==> config.mk <==
export PLATFORM = sky130hd
export DESIGN_NAME = srtf_ready_queue_flat
export DESIGN_NICKNAME = d
export VERILOG_FILES = /design/src/design/srtf_pkg.sv /design/src/design/srtf_in_if.sv /design/src/design/srtf_out_if.sv /design/src/design/srtf_ready_queue.sv /design/src/design/srtf_ctrl.sv /design/src/design/srtf_dp.sv /design/src/flat_wrapper.sv
export SDC_FILE = /design/constraint.sdc
export NUM_CORES = 2
export LEC_CHECK = 0
export ABC_AREA = 0
export BUFFER_PORTS_ARGS = -buffer_cell sky130_fd_sc_hd__buf_2
export CELL_PAD_IN_SITES_DETAIL_PLACEMENT = 1
export CELL_PAD_IN_SITES_GLOBAL_PLACEMENT = 1
export CORE_ASPECT_RATIO = 1.1
export CORE_MARGIN = 3
export CORE_UTILIZATION = 45
export DETAILED_ROUTE_END_ITERATION = 7
export PLACE_DENSITY_LB_ADDON = 0.1
export SYNTH_ARGS = -nofsm -noshare
export SYNTH_HDL_FRONTEND = slang
export SYNTH_SLANG_ARGS = --single-unit
==> constraint.sdc <==
create_clock -name clk -period 16.4 [get_ports clk]
set_input_delay 1.64 -clock clk [delete_from_list [all_inputs] [get_ports clk]]
set_output_delay 1.64 -clock clk [all_outputs]
set_load 0.01 [all_outputs]
==> src/design/srtf_pkg.sv <==
// ----------------------------------------------------------------------------
// SRTF ready queue package
// Shared constants, command and status codes, and the types that pass
// between the controller and the datapath.
// ----------------------------------------------------------------------------
package srtf_pkg;

  localparam int DEPTH       = 16;
  localparam int CNT_W       = $clog2(DEPTH + 1);
  localparam int COUNT_OUT_W = 5;

  localparam logic [1:0] CMD_INSERT = 2'd0;
  localparam logic [1:0] CMD_POP    = 2'd1;
  localparam logic [1:0] CMD_CLEAR  = 2'd2;

  localparam logic [1:0] STATUS_OK    = 2'd0;
  localparam logic [1:0] STATUS_FULL  = 2'd1;
  localparam logic [1:0] STATUS_EMPTY = 2'd2;

  typedef struct packed {
    logic [7:0]  proc_id;
    logic [15:0] remaining_time;
    logic [7:0]  burst_remaining;
  } entry_t;

  // Operation the datapath performs on the current cycle.
  typedef struct packed {
    logic ins;
    logic pop;
    logic clr;
  } dp_cmd_t;

  // Queue condition reported back to the controller.
  typedef struct packed {
    logic full;
    logic empty;
  } dp_stat_t;

endpackage

==> src/design/srtf_in_if.sv <==
// ----------------------------------------------------------------------------
// SRTF ready queue command channel
// Valid/ready channel that carries one queue command per transaction.
// ----------------------------------------------------------------------------
interface srtf_in_if;
  logic        valid;
  logic        ready;
  logic [1:0]  cmd;
  logic [7:0]  proc_id;
  logic [15:0] remaining_time;
  logic [7:0]  burst_remaining;

  modport source (
    output valid, cmd, proc_id, remaining_time, burst_remaining,
    input  ready
  );
  modport sink (
    input  valid, cmd, proc_id, remaining_time, burst_remaining,
    output ready
  );
endinterface

==> src/design/srtf_out_if.sv <==
// ----------------------------------------------------------------------------
// SRTF ready queue result channel
// Valid/ready channel that carries the head entry, count and status.
// ----------------------------------------------------------------------------
interface srtf_out_if;
  logic        valid;
  logic        ready;
  logic        head_valid;
  logic [7:0]  head_id;
  logic [15:0] head_remaining;
  logic [7:0]  head_burst;
  logic [4:0]  entry_count;
  logic [1:0]  status;

  modport source (
    output valid, head_valid, head_id, head_remaining, head_burst,
           entry_count, status,
    input  ready
  );
  modport sink (
    input  valid, head_valid, head_id, head_remaining, head_burst,
           entry_count, status,
    output ready
  );
endinterface

==> src/design/srtf_ready_queue.sv <==
// ----------------------------------------------------------------------------
// SRTF ready queue
// Bounded sorted ready queue for a shortest-remaining-time scheduler.
// ----------------------------------------------------------------------------
// Usage: each transaction on in_ch carries one command: insert a process,
// pop the head, or clear the queue. Entries stay sorted by total remaining
// time, with the burst remaining time breaking ties; a new entry goes behind
// entries with an equal key. Every command gives exactly one transaction on
// out_ch with the head entry, the entry count after the command, and a
// status: ok, insert dropped because the queue is full, or pop on empty.
// The result is valid on the cycle after the command is taken. Throughput
// is one command per cycle while the result is drained; the queue slots
// compare their keys with the new entry in parallel and all shift at once.
// The result sits in an output register, and a new command is taken
// whenever that register is empty or being drained in the same cycle. When
// the receiver stalls, the result holds and in_ch.ready drops until it is
// taken. Reset empties the queue and clears the result register; no
// clearing pass is needed.
// ----------------------------------------------------------------------------
module srtf_ready_queue (
  input  logic      clk,
  input  logic      rst_n,
  srtf_in_if.sink   in_ch,
  srtf_out_if.source out_ch
);

  srtf_pkg::dp_cmd_t             dp_cmd;
  srtf_pkg::dp_stat_t            dp_stat;
  srtf_pkg::entry_t              new_entry;
  srtf_pkg::entry_t              head;
  logic                          head_valid;
  logic [srtf_pkg::CNT_W-1:0]    count;

  assign new_entry.proc_id         = in_ch.proc_id;
  assign new_entry.remaining_time  = in_ch.remaining_time;
  assign new_entry.burst_remaining = in_ch.burst_remaining;

  // Handshakes, command decode and the status of the last transaction.
  srtf_ctrl u_ctrl (
    .clk       (clk),
    .rst_n     (rst_n),
    .in_valid  (in_ch.valid),
    .in_ready  (in_ch.ready),
    .in_cmd    (in_ch.cmd),
    .out_valid (out_ch.valid),
    .out_ready (out_ch.ready),
    .status    (out_ch.status),
    .dp_cmd    (dp_cmd),
    .dp_stat   (dp_stat)
  );

  // Sorted slots and occupancy. The head and count come straight from
  // registers and only change when a new command is taken.
  srtf_dp u_dp (
    .clk        (clk),
    .rst_n      (rst_n),
    .dp_cmd     (dp_cmd),
    .dp_stat    (dp_stat),
    .new_entry  (new_entry),
    .head_valid (head_valid),
    .head       (head),
    .count      (count)
  );

  assign out_ch.head_valid     = head_valid;
  assign out_ch.head_id        = head.proc_id;
  assign out_ch.head_remaining = head.remaining_time;
  assign out_ch.head_burst     = head.burst_remaining;
  // The count field is fixed at five bits whatever the queue depth.
  assign out_ch.entry_count    = srtf_pkg::COUNT_OUT_W'(count);

endmodule

==> src/design/srtf_ctrl.sv <==
// ----------------------------------------------------------------------------
// SRTF ready queue controller
// Handles both handshakes, decodes commands into datapath operations and
// keeps the status of the last command.
// ----------------------------------------------------------------------------
module srtf_ctrl (
  input  logic               clk,
  input  logic               rst_n,
  input  logic               in_valid,
  output logic               in_ready,
  input  logic [1:0]         in_cmd,
  output logic               out_valid,
  input  logic               out_ready,
  output logic [1:0]         status,
  output srtf_pkg::dp_cmd_t  dp_cmd,
  input  srtf_pkg::dp_stat_t dp_stat
);

  localparam logic S_IDLE = 1'b0;
  localparam logic S_HOLD = 1'b1;

  logic       state_r, state_nxt;
  logic [1:0] status_r, status_nxt;
  logic       accept;

  // A waiting result that is taken this cycle frees the output register.
  assign in_ready  = (state_r == S_IDLE) || out_ready;
  assign accept    = in_valid && in_ready;
  assign out_valid = (state_r == S_HOLD);
  assign status    = status_r;

  always_comb begin
    dp_cmd     = '0;
    status_nxt = status_r;
    if (accept) begin
      status_nxt = srtf_pkg::STATUS_OK;
      unique case (in_cmd)
        srtf_pkg::CMD_INSERT: begin
          if (dp_stat.full) status_nxt = srtf_pkg::STATUS_FULL;
          else              dp_cmd.ins = 1'b1;
        end
        srtf_pkg::CMD_POP: begin
          if (dp_stat.empty) status_nxt = srtf_pkg::STATUS_EMPTY;
          else               dp_cmd.pop = 1'b1;
        end
        srtf_pkg::CMD_CLEAR: dp_cmd.clr = 1'b1;
        default: ;
      endcase
    end
  end

  always_comb begin
    state_nxt = state_r;
    unique case (state_r)
      S_IDLE: if (accept) state_nxt = S_HOLD;
      S_HOLD: if (out_ready && !accept) state_nxt = S_IDLE;
      default: state_nxt = S_IDLE;
    endcase
  end

  always_ff @(posedge clk) begin
    if (!rst_n) begin
      state_r  <= S_IDLE;
      status_r <= srtf_pkg::STATUS_OK;
    end else begin
      state_r  <= state_nxt;
      status_r <= status_nxt;
    end
  end

`ifndef SYNTHESIS
  a_accept_gives_result: assert property (@(posedge clk) disable iff (!rst_n)
    accept |=> out_valid)
    else $error("accepted command produced no result");

  a_one_op: assert property (@(posedge clk) disable iff (!rst_n)
    $onehot0({dp_cmd.ins, dp_cmd.pop, dp_cmd.clr}))
    else $error("more than one datapath operation issued");

  a_op_needs_accept: assert property (@(posedge clk) disable iff (!rst_n)
    (dp_cmd.ins || dp_cmd.pop || dp_cmd.clr) |-> accept)
    else $error("datapath operation issued without an accepted command");
`endif

endmodule

==> src/design/srtf_dp.sv <==
// ----------------------------------------------------------------------------
// SRTF ready queue datapath
// Sorted shift-register queue: every slot compares its key with the new
// entry in parallel, and slots shift up on insert and down on pop.
// ----------------------------------------------------------------------------
module srtf_dp (
  input  logic                         clk,
  input  logic                         rst_n,
  input  srtf_pkg::dp_cmd_t            dp_cmd,
  output srtf_pkg::dp_stat_t           dp_stat,
  input  srtf_pkg::entry_t             new_entry,
  output logic                         head_valid,
  output srtf_pkg::entry_t             head,
  output logic [srtf_pkg::CNT_W-1:0]   count
);

  srtf_pkg::entry_t            entries_r   [srtf_pkg::DEPTH];
  srtf_pkg::entry_t            entries_nxt [srtf_pkg::DEPTH];
  logic [srtf_pkg::CNT_W-1:0]  occ_r, occ_nxt;
  logic [srtf_pkg::DEPTH-1:0]  after_new;

  // A slot lies behind the new entry when it is unused or its key is
  // strictly larger; equal keys keep the new entry behind them.
  for (genvar i = 0; i < srtf_pkg::DEPTH; i++) begin : g_slot
    srtf_pkg::entry_t below;
    srtf_pkg::entry_t above;
    logic             below_after;

    assign after_new[i] = (srtf_pkg::CNT_W'(i) >= occ_r) ||
      ({entries_r[i].remaining_time, entries_r[i].burst_remaining} >
       {new_entry.remaining_time, new_entry.burst_remaining});

    if (i == 0) begin : g_bottom
      assign below       = new_entry;
      assign below_after = 1'b0;
    end else begin : g_lower
      assign below       = entries_r[i - 1];
      assign below_after = after_new[i - 1];
    end

    if (i == srtf_pkg::DEPTH - 1) begin : g_top
      assign above = entries_r[i];
    end else begin : g_upper
      assign above = entries_r[i + 1];
    end

    // When the slot below also moves back, its entry shifts up into this
    // one; otherwise this is where the new entry lands.
    always_comb begin
      entries_nxt[i] = entries_r[i];
      if (dp_cmd.ins && after_new[i]) begin
        entries_nxt[i] = below_after ? below : new_entry;
      end else if (dp_cmd.pop) begin
        entries_nxt[i] = above;
      end
    end

    always_ff @(posedge clk) begin
      entries_r[i] <= entries_nxt[i];
    end
  end

  always_comb begin
    occ_nxt = occ_r;
    if (dp_cmd.clr)      occ_nxt = '0;
    else if (dp_cmd.ins) occ_nxt = occ_r + 1'b1;
    else if (dp_cmd.pop) occ_nxt = occ_r - 1'b1;
  end

  always_ff @(posedge clk) begin
    if (!rst_n) occ_r <= '0;
    else        occ_r <= occ_nxt;
  end

  assign dp_stat.full  = (occ_r == srtf_pkg::CNT_W'(srtf_pkg::DEPTH));
  assign dp_stat.empty = (occ_r == '0);
  assign head_valid    = !dp_stat.empty;
  assign head          = head_valid ? entries_r[0] : '0;
  assign count         = occ_r;

`ifndef SYNTHESIS
  a_occ_bound: assert property (@(posedge clk) disable iff (!rst_n)
    occ_r <= srtf_pkg::CNT_W'(srtf_pkg::DEPTH))
    else $error("occupancy above queue depth");

  a_ins_not_full: assert property (@(posedge clk) disable iff (!rst_n)
    dp_cmd.ins |-> !dp_stat.full)
    else $error("insert issued on a full queue");

  a_ins_count: assert property (@(posedge clk) disable iff (!rst_n)
    dp_cmd.ins |=> occ_r == srtf_pkg::CNT_W'($past(occ_r) + 1'b1))
    else $error("insert did not grow the queue by one");

  a_pop_count: assert property (@(posedge clk) disable iff (!rst_n)
    (dp_cmd.pop && !dp_stat.empty) |=>
      occ_r == srtf_pkg::CNT_W'($past(occ_r) - 1'b1))
    else $error("pop did not shrink the queue by one");
`endif

endmodule

==> src/flat_wrapper.sv <==
// flat-port wrapper written by rule: the top's interface ports become plain ports
module srtf_ready_queue_flat 
  (clk, rst_n, in_ch_valid, in_ch_cmd, in_ch_proc_id, in_ch_remaining_time, in_ch_burst_remaining, in_ch_ready, out_ch_valid, out_ch_head_valid, out_ch_head_id, out_ch_head_remaining, out_ch_head_burst, out_ch_entry_count, out_ch_status, out_ch_ready);
  srtf_in_if in_ch_i ();
  srtf_out_if out_ch_i ();
  input  logic clk;
  input  logic rst_n;
  input wire logic [$bits(in_ch_i.valid)-1:0] in_ch_valid;
  input wire logic [$bits(in_ch_i.cmd)-1:0] in_ch_cmd;
  input wire logic [$bits(in_ch_i.proc_id)-1:0] in_ch_proc_id;
  input wire logic [$bits(in_ch_i.remaining_time)-1:0] in_ch_remaining_time;
  input wire logic [$bits(in_ch_i.burst_remaining)-1:0] in_ch_burst_remaining;
  output wire logic [$bits(in_ch_i.ready)-1:0] in_ch_ready;
  output wire logic [$bits(out_ch_i.valid)-1:0] out_ch_valid;
  output wire logic [$bits(out_ch_i.head_valid)-1:0] out_ch_head_valid;
  output wire logic [$bits(out_ch_i.head_id)-1:0] out_ch_head_id;
  output wire logic [$bits(out_ch_i.head_remaining)-1:0] out_ch_head_remaining;
  output wire logic [$bits(out_ch_i.head_burst)-1:0] out_ch_head_burst;
  output wire logic [$bits(out_ch_i.entry_count)-1:0] out_ch_entry_count;
  output wire logic [$bits(out_ch_i.status)-1:0] out_ch_status;
  input wire logic [$bits(out_ch_i.ready)-1:0] out_ch_ready;
  assign in_ch_i.valid = in_ch_valid;
  assign in_ch_i.cmd = in_ch_cmd;
  assign in_ch_i.proc_id = in_ch_proc_id;
  assign in_ch_i.remaining_time = in_ch_remaining_time;
  assign in_ch_i.burst_remaining = in_ch_burst_remaining;
  assign in_ch_ready = in_ch_i.ready;
  assign out_ch_valid = out_ch_i.valid;
  assign out_ch_head_valid = out_ch_i.head_valid;
  assign out_ch_head_id = out_ch_i.head_id;
  assign out_ch_head_remaining = out_ch_i.head_remaining;
  assign out_ch_head_burst = out_ch_i.head_burst;
  assign out_ch_entry_count = out_ch_i.entry_count;
  assign out_ch_status = out_ch_i.status;
  assign out_ch_i.ready = out_ch_ready;
  srtf_ready_queue u_core (.clk(clk), .rst_n(rst_n), .in_ch(in_ch_i), .out_ch(out_ch_i));
endmodule
==> parameters.txt <==
Parameter                              Value

Power and ir drop
  Leak Pwr    approximately 15 nW
  Pwr/cell area    approximately 90 mW/mm^2
  Worst vdd rail ir drop    between 80 and 90 uV

STA
  Final-report setup violation count    0
  Setup TNS Final    0 ps
  Worst slew pin tran    ~1300 ps
  Shortest clock period the worst path allows after layout    6550 ps
  Maximum clock frequency    153 MHz
  RSZ-0062 raised after global routing    false
  Final cycle utilization of the critical path    around two fifths
  Worst clock skew on the final layout    33.4 ps
  Slew HR    about an eighth
  Final hold violation count    0
  Number of pins exceeding their max-slew limit in the final report    0

CTS
  Number of levels in the clock H-tree    2
  Clock Tree Root    sky130_fd_sc_hd__clkbuf_16
  Total number of clock tree sinks    between 500 and 600
  Post-CTS Repair Setup Buffers    0
  TritonCTS clock tree    done
  Number of hold-repair buffers added at the cts stage    0
  Clk buf depth    3
  Number of buffers inserted during clock tree synthesis    ~60
  Clock insertion delay at the later pin of the skew report    approximately 660 ps
  Clock edge transition at the registers on the reported setup and hold paths    around 60 ps
  Cells resized by post-CTS repair    0

Finish
  Final Non-Filler Cells    4368
  Final design utilization    ~50%
  Fraction of final layout cells with drive strength greater than 1    10.9%
  Number of fill cells    roughly 8000
  Relative area change from synthesis to final layout    10.3%
  Commonest non-fill, non-tap cells in the layout    sky130_fd_sc_hd__edfxtp_1, sky130_fd_sc_hd__mux2i_1, sky130_fd_sc_hd__ha_1, sky130_fd_sc_hd__a21oi_1, sky130_fd_sc_hd__nand2_1
  Total Nets Final    ~3700
  Commonest non-fill, non-tap cell in the layout    sky130_fd_sc_hd__edfxtp_1

Floorplan
  Row cnt    roughly 110
  Chip width    around 270 microns
  Count of boundary I/O pins    80
  Core footprint    0.0763 sq mm
  Total die area    slightly above 0.08 sq mm
  Die height    between 200 and 300 microns
  Effective utilization at floorplan    approximately 46%

Logic synthesis
  Post-synthesis xor/xnor area fraction    0.101%
  Largest family of logic cells by synthesized area    multiplexers
  Adder-cell share of the synthesized area    14.0%
  Seq cells post-synth    520
  Proportion of synthesized chip area in sequential cells    between 40 and 50%
  Synthesized area per cell    roughly 11 sq um
  EDFF count, synth    approximately 500
  Fraction of the mapped netlist area in simple logic gates    10.2%
  Post-synth net total    around 3700
  Synth Area in Compound Gates    13.0%
  Asr flop ratio synth    0%
  Synth Warn #    0
  Number of cells produced by synthesis    3274
  Yosys cell types    69
  Multiplexer share of the synthesized area    around 15%
  Leading register cell type out of synthesis    sky130_fd_sc_hd__edfxtp_1
  Mapped Area    approximately 0.035 sq mm

Worst setup path
  Critical path type    input port to flip-flop
  Type of destination of the critical path    flip-flop
  Library cell appearing most often on the critical path    sky130_fd_sc_hd__buf_4
  Required time of the critical path    16750 ps
  Cell family contributing the most delay on the critical path    simple AND/OR/NAND/NOR gates
  Worst path slowest cell    sky130_fd_sc_hd__or2_2
  Ordered list of cells on the worst path    buf_2, buf_4, inv_1, ha_1, nand4_1, or4_1, or2_1, or4_4, o21ai_4, buf_4, or2_2, nand2_1, buf_4
  Combined buffer and inverter count along the critical path    5
  Signal arrival time at the worst endpoint    roughly 7000 ps
  Worst-path maximum fanout    65
  Launching element type of the critical path    input port
  Delay of the slowest cell on the worst path    around 940 ps

Placed design
  Total half-perimeter wirelength after legalization and detailed placement    83200 microns
  Count of buffers from port buffering    just under 80
  Placed cell count    between 4000 and 5000
  Final Wtd Congestion    0.899

Hold path
  Class of the worst hold path    flip-flop to flip-flop

Routing
  Total Wirelength    114000 microns
  Vias after detailed routing    about 27000
  Antenna-violating nets left    0
  DRC violations left    0
  WL per Instance    26.1 microns
  DR vias/cell    roughly 6.2
  Iteration-0 DRC Markers    roughly 1500
  Number of iterations in the first detailed-routing pass    5

GRT
  Antenna violations before repair    4
  Global routing usage summed across all routing layers    27.7%
  Global-route wire length before repair    about 180000 microns
  Vias in the first global route    around 29000
  Maximum number of pins on one net before global-route repair    66
  Total congestion overflow after global routing    0

Run status
  Result of the run    finished, final reports clean

Flow run
  Max-cap violations    0
synthesized netlist by cell type, types with 3 or more instances:
master	count	share of area, %
sky130_fd_sc_hd__o31a_1	6	0.15
sky130_fd_sc_hd__buf_1	13	0.14
sky130_fd_sc_hd__o31ai_1	4	0.086
sky130_fd_sc_hd__and4_1	3	0.076
sky130_fd_sc_hd__or2_2	6	0.11
sky130_fd_sc_hd__ha_1	389	14
sky130_fd_sc_hd__buf_4	9	0.19
sky130_fd_sc_hd__buf_2	42	0.60
sky130_fd_sc_hd__or4_1	6	0.13
sky130_fd_sc_hd__clkbuf_1	131	1.4
sky130_fd_sc_hd__mux2_1	10	0.32
sky130_fd_sc_hd__a211oi_1	11	0.24
sky130_fd_sc_hd__inv_1	51	0.55
sky130_fd_sc_hd__xnor2_1	3	0.076
sky130_fd_sc_hd__nand2b_1	8	0.14
sky130_fd_sc_hd__dfxtp_1	8	0.46
sky130_fd_sc_hd__o21ai_1	34	0.49
sky130_fd_sc_hd__a21boi_0	8	0.17
sky130_fd_sc_hd__a21oi_1	345	5.0
sky130_fd_sc_hd__a21o_1	59	1.3
sky130_fd_sc_hd__mux2i_1	410	12
sky130_fd_sc_hd__o21a_1	8	0.17
sky130_fd_sc_hd__o41ai_1	4	0.10
sky130_fd_sc_hd__o21ai_0	285	4.1
sky130_fd_sc_hd__nor2b_1	32	0.58
sky130_fd_sc_hd__or3_1	3	0.054
sky130_fd_sc_hd__nand2_1	300	3.2
sky130_fd_sc_hd__mux2_2	92	3.0
sky130_fd_sc_hd__nand4_1	86	1.5
sky130_fd_sc_hd__o211ai_1	16	0.35
sky130_fd_sc_hd__nor2_1	241	2.6
sky130_fd_sc_hd__o21bai_1	3	0.065
sky130_fd_sc_hd__and2_1	35	0.63
sky130_fd_sc_hd__nand3_1	25	0.36
sky130_fd_sc_hd__a31oi_1	5	0.090
sky130_fd_sc_hd__a211o_1	5	0.13
sky130_fd_sc_hd__a22oi_1	3	0.065
sky130_fd_sc_hd__nor4_1	12	0.22
sky130_fd_sc_hd__edfxtp_1	512	44
sky130_fd_sc_hd__nor3_1	15	0.22
area by class of cell:
class	count	area (sq um)	area share, %
Clock inverter	33	323	0.841
Inverter	51	191	0.499
Antenna cell	1	2.50	0.00652
Timing Repair Buffer	151	936	2.44
Clock buffer	78	1610	4.20
Sequential cell	520	15500	40.5
Tap cell	1026	1280	3.35
Multi-Input combinational cell	2508	18500	48.2
layer usage:
metal  wire, microns  track usage (%)  vias to the layer above  part of all wire (%)
li1                -                -                    12367                     -
met1           49800             36.1                    13821                    44
met2           56700             48.6                      551                    50
met3            4420             3.31                      206                   3.9
met4            3070             7.77                        6                   2.7
met5              28                0                        -                 0.025
path summary, 6_finish.rpt:
| check | slack (ps) | start | depth (start not counted) | to |
|---|---|---|---|---|
| max | 9850 | in_ch_remaining_time[14] | 13 | u_core.u_dp.entries_r[0][173] |
| min | 490 | u_core.u_ctrl.status[0] | 2 | u_core.u_ctrl.status[0] |
| max reg2reg | 11120 | u_core.u_dp.entries_r[0][178] | 10 | u_core.u_dp.entries_r[0][173] |
| min reg2reg | 490 | u_core.u_ctrl.status[0] | 2 | u_core.u_ctrl.status[0] |
worst min-delay path, delay by kind of cell, from the launching register on:
kind	cells	cell delay [ps]
DFF	1	320
AOI/OAI and AO/OA	1	70
and+or+nand+nor	1	50
sequential cells by signal (all words and copies together), names as in the netlist:
register and flops:
u_core.u_dp.count 5, u_core.u_ctrl.status 2, u_core.u_dp.entries_r 512, u_core.u_ctrl.out_valid 1
metrics by stage:
step | total power [mW] | hold slack (ps) | worst slack (ps) | instance area (sq um)
detailed placement | 2.12 | 484 | 9170 | 36400
CTS | 3.49 | 492 | 9820 | 38400
finish | 3.46 | 489 | 9850 | 38400
floorplan | 1.93 | 485 | 9570 | 34800
global placement | 2.09 | 451 | 9410 | 36400
global route | 3.60 | 512 | 9430 | 38400
power by group:
group,leakage (nW),internal [mW],switching [mW]
clock,0.939,0.783,0.582
sequential,4.76,1.54,0.0526
combinational,9.38,0.179,0.325
kinds of logic (layout without fill, tap and decap cells):
kind of cell,after synthesis,count (layout)
AOI/OAI and AO/OA,817,817
xor gates and xnor gates,4,4
adders and majority gates,389,389
buffers and inverters,246,313
DFF,520,520
muxes,512,512
other,0,1
and+or+nand+nor,786,786
Power figures use the tool's default switching activity.
